<file path="src/hdl/hsl2rgb_pkg.sv">
// ----------------------------------------------------------------------------
// hsl2rgb_pkg
// Shared constants for the HSL to RGB565 converter: field widths, hue sector
// geometry and the default fixed-point precision.
// ----------------------------------------------------------------------------
package hsl2rgb_pkg;

	// default fraction bits of the Q1.F saturation / lightness format
	localparam int FRAC_BITS_DEF = 10;

	// input field widths
	localparam int HUE_W  = 9;
	localparam int UNIT_W = 11;

	// output channel widths
	localparam int RED_W   = 5;
	localparam int GREEN_W = 6;
	localparam int BLUE_W  = 5;
	localparam int PIX_W   = RED_W + GREEN_W + BLUE_W;

	// hue sectors of 60 degrees; a 9-bit hue reaches sector 8
	localparam int DEG_PER_SECT = 60;
	localparam int SECT_CNT     = ((1 << HUE_W) - 1) / DEG_PER_SECT + 1;
	localparam int SECT_W       = $clog2(SECT_CNT);
	localparam int REM_W        = $clog2(DEG_PER_SECT);

endpackage

</file>
<file path="src/hdl/hsl2rgb_hue.sv">
// ----------------------------------------------------------------------------
// hsl2rgb_hue
// Two-stage hue front end: splits the hue into its 60-degree sector and the
// remainder, then looks up the fractional position and forms the weight
// (1 - |hp mod 2 - 1|) used for the secondary component X.
// ----------------------------------------------------------------------------
module hsl2rgb_hue
	import hsl2rgb_pkg::*;
#(
	parameter int FRAC_BITS = FRAC_BITS_DEF
) (
	input  logic                 clk,
	input  logic [HUE_W-1:0]     hue,
	output logic [SECT_W-1:0]    sector_s2,
	output logic [FRAC_BITS:0]   weight_s2
);

	localparam int UW = FRAC_BITS + 1;
	localparam logic [UW-1:0] ONE_U = UW'(1) << FRAC_BITS;
	localparam int TBL_N = 1 << REM_W;

	logic [SECT_W-1:0]    sect_c;
	logic [REM_W-1:0]     rem_c;
	logic [SECT_W-1:0]    sector_s1;
	logic [REM_W-1:0]     rem_s1;
	logic [FRAC_BITS-1:0] frac_tbl [TBL_N];
	logic [FRAC_BITS-1:0] frac_c;

	// fraction table: floor(r * ONE / 60) for each remainder
	for (genvar gi = 0; gi < TBL_N; gi++) begin : g_tbl
		localparam int FRAC_V = (gi << FRAC_BITS) / DEG_PER_SECT;
		assign frac_tbl[gi] = FRAC_BITS'(FRAC_V);
	end

	// sector by threshold compare, remainder by constant multiple
	always_comb begin
		sect_c = '0;
		for (int k = 1; k < SECT_CNT; k++) begin
			if (hue >= HUE_W'(k * DEG_PER_SECT))
				sect_c = SECT_W'(k);
		end
		rem_c = REM_W'(hue - HUE_W'(sect_c * HUE_W'(DEG_PER_SECT)));
	end

	// stage 1
	always_ff @(posedge clk) begin
		sector_s1 <= sect_c;
		rem_s1    <= rem_c;
	end

	// even sector: weight = frac, odd sector: weight = ONE - frac
	assign frac_c = frac_tbl[rem_s1];

	// stage 2
	always_ff @(posedge clk) begin
		sector_s2 <= sector_s1;
		weight_s2 <= sector_s1[0] ? (ONE_U - UW'(frac_c)) : UW'(frac_c);
	end

endmodule

</file>
<file path="src/hdl/hsl_to_rgb565.sv">
// ----------------------------------------------------------------------------
// hsl_to_rgb565
// Five-stage pipelined HSL to RGB565 pixel converter.
//
//   channel  direction  ports                              handshake
//   input    in         hue, saturation, lightness         start / busy
//   result   out        red, green, blue, packed_color     done strobe
//
// One word enters per clock; busy stays low since nothing ever stalls.
// Each word passes from start to done through the registered stage split:
// hue sector, chroma span, chroma multiply, X multiply, channel mapping.
// Reset clears only the valid bits; payload registers are not reset.
// The receiver cannot hold off a result, so each word is shown for one cycle.
// ----------------------------------------------------------------------------
module hsl_to_rgb565
	import hsl2rgb_pkg::*;
#(
	parameter int FRAC_BITS = FRAC_BITS_DEF
) (
	input  logic                clk,
	input  logic                arst_n,
	input  logic                start,
	output logic                busy,
	input  logic [HUE_W-1:0]    hue,
	input  logic [UNIT_W-1:0]   saturation,
	input  logic [UNIT_W-1:0]   lightness,
	output logic                done,
	output logic [RED_W-1:0]    red,
	output logic [GREEN_W-1:0]  green,
	output logic [BLUE_W-1:0]   blue,
	output logic [PIX_W-1:0]    packed_color
);

	localparam int UW = FRAC_BITS + 1;
	localparam int CW = (UW > UNIT_W) ? UW : UNIT_W;
	localparam logic [CW-1:0] ONE_C = CW'(1) << FRAC_BITS;
	localparam logic [UW-1:0] ONE_U = UW'(1) << FRAC_BITS;
	localparam logic [UW:0]   ONE_X = (UW + 1)'(1) << FRAC_BITS;
	localparam int RB_SH = FRAC_BITS - RED_W;
	localparam int G_SH  = FRAC_BITS - GREEN_W;
	localparam logic [UW:0] RB_MAX = (UW + 1)'((1 << RED_W) - 1);
	localparam logic [UW:0] G_MAX  = (UW + 1)'((1 << GREEN_W) - 1);

	logic in_acc;
	logic v_s1, v_s2, v_s3, v_s4;

	logic [UW-1:0] sat_c, lit_c;
	logic [UW-1:0] sat_s1, lit_s1;
	logic [UW-1:0] sat_s2, lit_s2, span_s2;
	logic [UW:0]   twol_c, dist_c;

	logic [SECT_W-1:0] sector_s2, sector_s3, sector_s4;
	logic [UW-1:0]     weight_s2, weight_s3;

	logic [2*UW-1:0] cprod_c;
	logic [UW-1:0]   chroma_s3, lit_s3;

	logic [2*UW-1:0] xprod_c;
	logic [UW-1:0]   chroma_s4, xval_s4, mval_s4;

	logic [UW-1:0] r1_c, g1_c, b1_c;
	logic [UW:0]   rv_c, gv_c, bv_c;
	logic [UW:0]   rq_c, gq_c, bq_c;
	logic [RED_W-1:0]   red_c;
	logic [GREEN_W-1:0] green_c;
	logic [BLUE_W-1:0]  blue_c;

	assign busy   = 1'b0;
	assign in_acc = start & ~busy;

	// valid bits travel with the data
	always_ff @(posedge clk or negedge arst_n) begin
		if (!arst_n) begin
			v_s1 <= 1'b0;
			v_s2 <= 1'b0;
			v_s3 <= 1'b0;
			v_s4 <= 1'b0;
			done <= 1'b0;
		end else begin
			v_s1 <= in_acc;
			v_s2 <= v_s1;
			v_s3 <= v_s2;
			v_s4 <= v_s3;
			done <= v_s4;
		end
	end

	// hue sector and X weight, two stages
	hsl2rgb_hue #(
		.FRAC_BITS (FRAC_BITS)
	) u_hue (
		.clk       (clk),
		.hue       (hue),
		.sector_s2 (sector_s2),
		.weight_s2 (weight_s2)
	);

	// stage 1: clamp saturation and lightness to one
	assign sat_c = (CW'(saturation) > ONE_C) ? ONE_U : UW'(saturation);
	assign lit_c = (CW'(lightness) > ONE_C) ? ONE_U : UW'(lightness);

	always_ff @(posedge clk) begin
		sat_s1 <= sat_c;
		lit_s1 <= lit_c;
	end

	// stage 2: span = ONE - |2L - ONE|
	assign twol_c = {lit_s1, 1'b0};
	assign dist_c = (twol_c >= ONE_X) ? (twol_c - ONE_X) : (ONE_X - twol_c);

	always_ff @(posedge clk) begin
		sat_s2  <= sat_s1;
		lit_s2  <= lit_s1;
		span_s2 <= UW'(ONE_X - dist_c);
	end

	// stage 3: chroma = span * S / ONE
	assign cprod_c = span_s2 * sat_s2;

	always_ff @(posedge clk) begin
		chroma_s3 <= UW'(cprod_c >> FRAC_BITS);
		lit_s3    <= lit_s2;
		sector_s3 <= sector_s2;
		weight_s3 <= weight_s2;
	end

	// stage 4: X = chroma * weight / ONE, m = L - chroma / 2
	assign xprod_c = chroma_s3 * weight_s3;

	always_ff @(posedge clk) begin
		chroma_s4 <= chroma_s3;
		xval_s4   <= UW'(xprod_c >> FRAC_BITS);
		mval_s4   <= lit_s3 - (chroma_s3 >> 1);
		sector_s4 <= sector_s3;
	end

	// stage 5: place C and X by sector, add m, scale and saturate
	always_comb begin
		r1_c = '0;
		g1_c = '0;
		b1_c = '0;
		unique case (sector_s4)
			SECT_W'(0): begin r1_c = chroma_s4; g1_c = xval_s4;   end
			SECT_W'(1): begin r1_c = xval_s4;   g1_c = chroma_s4; end
			SECT_W'(2): begin g1_c = chroma_s4; b1_c = xval_s4;   end
			SECT_W'(3): begin g1_c = xval_s4;   b1_c = chroma_s4; end
			SECT_W'(4): begin r1_c = xval_s4;   b1_c = chroma_s4; end
			SECT_W'(5): begin r1_c = chroma_s4; b1_c = xval_s4;   end
			default: begin
				// hue past the last sector: gray level only
			end
		endcase

		rv_c = (UW + 1)'(r1_c) + (UW + 1)'(mval_s4);
		gv_c = (UW + 1)'(g1_c) + (UW + 1)'(mval_s4);
		bv_c = (UW + 1)'(b1_c) + (UW + 1)'(mval_s4);

		rq_c = rv_c >> RB_SH;
		gq_c = gv_c >> G_SH;
		bq_c = bv_c >> RB_SH;

		red_c   = (rq_c > RB_MAX) ? {RED_W{1'b1}}   : RED_W'(rq_c);
		green_c = (gq_c > G_MAX)  ? {GREEN_W{1'b1}} : GREEN_W'(gq_c);
		blue_c  = (bq_c > RB_MAX) ? {BLUE_W{1'b1}}  : BLUE_W'(bq_c);
	end

	// output word registers
	always_ff @(posedge clk) begin
		red          <= red_c;
		green        <= green_c;
		blue         <= blue_c;
		packed_color <= {red_c, green_c, blue_c};
	end

endmodule

</file>
<file path="config.mk">
export PLATFORM = sky130hd
export DESIGN_NAME = hsl_to_rgb565
export DESIGN_NICKNAME = d
export VERILOG_FILES = /design/src/hdl/hsl2rgb_pkg.sv /design/src/hdl/hsl2rgb_hue.sv /design/src/hdl/hsl_to_rgb565.sv
export SDC_FILE = /design/constraint.sdc
export NUM_CORES = 1
export LEC_CHECK = 0
export ABC_CLOCK_PERIOD_IN_PS = 9100
export BUFFER_PORTS_ARGS = -buffer_cell sky130_fd_sc_hd__buf_4
export CORE_UTILIZATION = 30
export CTS_CLUSTER_SIZE = 16
export DETAILED_ROUTE_END_ITERATION = 16
export PLACE_DENSITY = 0.54
export SKIP_CTS_REPAIR_TIMING = 1
export SLEW_MARGIN = 20
export SYNTH_ARGS = -nofsm -noshare
export SYNTH_HDL_FRONTEND = slang
export SYNTH_SLANG_ARGS = --single-unit
</file>
<file path="constraint.sdc">
create_clock -name clk -period 9.1 [get_ports clk]
set_input_delay 2.275 -clock clk [delete_from_list [all_inputs] [get_ports clk]]
set_output_delay 2.275 -clock clk [all_outputs]
set_load 0.02 [all_outputs]
</file>
==> impl_metrics.ini <==
[status]
status = completed

[synthesis]
synth-async-reset-ratio_pct = 2.89
synth.distinct_cells = 72
synth_edf_count = 0
yosysTopAreaCellShare_pct = 24.1
syn_inst = 1483
synthMostInstantiatedCell = inv_1
synth.area.top_cells = dfxtp_1 24%, fa_1 21%, ha_1 14%, inv_1 6.5%, and2_1 4.9%
syn_area_per_cell_sq_um = 9.42
synth_seq_cells = 173
synth_flop_cell = dfxtp_1
synthesis.area_sq_mm = 0.0140
synth_top_cell_by_area = dfxtp_1
synth_common_cells = 241 x inv_1, 168 x dfxtp_1, 158 x ha_1
synth_fp_nets = 1824
synth_warnings = 0
yosysSeqAreaShare_pct = 25.0

[cells_and_area]
syn_to_final_growth_pct = 10.7
fillers = 4695
fin_nets = 1838
drive_gt1_share_pct = 8.34
antennaDiodeCount = 0

[timing]
drv_slew = 0
max_clock_freq_mhz = 188
slew_headroom_pct = 38.3
period_share_pct = 58.4
fin_tns_setup_ns = 0
hold_viol = 0
finalSetupViolCount = 0
setup_ws_ns = 3.79
worst_pin_slew_ns = 0.922
fin_crit_ns = 5.31
grt_setup_unrepaired = no
finClkSkew_ns = 0.0187

[floorplan]
pin_count = 68
die_area_sq_mm = 0.0475
die_w_microns = 218
start_util_pct = 30.6
core_sq_mm = 0.0457
num_rows = 78
die_h_microns = 218

[drt]
drtIter0Drc = 481
dr.pass1.iters = 4
vias = 9580
ant_nets = 0
wl_per_cell_microns = 13.9
wl_microns = 29400
drc = 0
vias_per_cell = 4.54

[clocking]
clkLatencyLatePin_ns = 0.46
clockBufferDepth = 2
path_clk_slew_ns = 0.07
cts_root_buffer = clkbuf_16
h-tree-depth = 4
cts.sinks = 173
cts_made_buffers = 17
tritoncts = done

[critical_path]
worstPathMaxFanout = 14
cp.arrival_ns = 5.64
regToRegSetupSlack_ns = 3.79
cp-end-kind = register
crit_path_start_kind = register
critPathKind = reg -> reg
cp.required_ns = 9.43

[placed_design]
dp_hpwl_microns = 23900
place_ws_ns = 3.81
gp_congestion = 0.830
io_buffers = 66

[job]
maxCapViolCount = 0

[global_routing]
grt_overflow = 0
antenna_found_initial = 2
grt_max_degree = 20
first_global_vias = 9706
grt_use_total_pct = 13.0
grt_pass1_wl_microns = 49000

[hold_path]
hold_class = reg -> reg
[cell families (layout without fill, tap and decap cells)]
kind of cell / after synthesis / count (layout) / share of synthesized area (%)
other: 1 / 1 / 0.0268
and+or+nand+nor: 415 / 415 / 15.3
muxes: 13 / 13 / 1.07
buffers and inverters: 314 / 341 / 9.09
DFF: 173 / 173 / 25.0
AOI/OAI and AO/OA: 190 / 190 / 9.69
adders and majority gates: 311 / 311 / 35.8
xor gates and xnor gates: 66 / 66 / 4.14
[cells in the final DEF, fill, tap and decap left out, types with 5 or more instances in the layout]
cell and instances:
o21a_1 7, mux2_2 5, inv_1 241, mux2i_1 7
buf_4 68, xor2_1 26, o211ai_1 5, a22o_1 30
nand2b_1 10, a21oi_1 47, nor3_1 14, o21ai_1 8
or3_1 7, a31oi_1 5, fa_1 149, dfrtp_1 5
o21ai_0 26, dfxtp_1 168, nand3_1 16, ha_1 158
o31ai_1 6, and2_1 109, nand2_1 153, clkbuf_16 17
a21o_1 15, a211oi_1 6, and3_1 6, xnor2_1 40
nor2_1 40, nor2b_1 29
[critical path: stages, from the launching register on]
cell	delay (ns)
dfxtp_1	0.69
nand2_1	0.15
fa_1	0.48
fa_1	0.54
inv_1	0.06
fa_1	0.50
fa_1	0.54
inv_1	0.05
fa_1	0.52
inv_1	0.05
ha_1	0.35
nand3_1	0.11
or2_2	0.32
a31o_2	0.29
o21ai_0	0.24
a31oi_1	0.14
xnor2_1	0.15
[stage by stage]
stage / util, % / cell area [sq um] / cells / hold slack, ns
floorplan: - / 14000 / 1483 / 0.310
global placement: 32.6 / 14900 / 2078 / 0.311
detailed placement: 32.6 / 14900 / 2078 / 0.312
CTS: 33.9 / 15500 / 2110 / 0.329
global route: 33.9 / 15500 / 2110 / 0.332
finish: 33.9 / 15500 / 2110 / 0.328
[state kept, by name (all words and copies together), names as in the netlist, 9 cells and up]
register,flops
span_s2,9
weight_s3,11
sat_s1,11
sat_s2,11
u_hue.weight_s2,11
lit_s2,11
packed_color,16
lit_s1,11
xval_s4,11
mval_s4,11
lit_s3,11
chroma_s4,11
chroma_s3,11
[final cells by class]
cell class / instances / area (sq um) / area share (%)
multi-input cells: 996 / 9220 / 59.6
flip-flops and latches: 173 / 3490 / 22.5
inverters: 241 / 905 / 5.85
well taps: 600 / 751 / 4.85
repair buffers: 68 / 510 / 3.30
clock buffers: 17 / 425 / 2.75
clock inverters: 15 / 173 / 1.12
[metal layers]
metal	up-vias	GRT usage, %	wire length (microns)	part of all wire (%)
met4	0	4.03	451	1.5
met5	-	0	0	0
li1	4740	-	-	-
met2	165	20.6	13200	45
met1	4643	17.6	14500	49
met3	32	2.83	1170	4.0
[path summary, 6_finish.rpt]
path,start,to,depth (start not counted)
min in group asynchronous,arst_n,done$_DFF_PN0_,1
worst min-delay path,sat_s1[9]$_SDFF_PN0_,sat_s2[9]$_DFF_P_,0
worst min register to register,sat_s1[9]$_SDFF_PN0_,sat_s2[9]$_DFF_P_,0
worst max register to register,chroma_s3[2]$_DFF_P_,xval_s4[10]$_DFF_P_,16
max in group asynchronous,arst_n,v_s1$_DFF_PN0_,1
worst max-delay path,chroma_s3[2]$_DFF_P_,xval_s4[10]$_DFF_P_,16
Power is left out: the tool's default activity adds up to more than one toggle a clock period on the data nets, which glitch-free logic cannot reach.
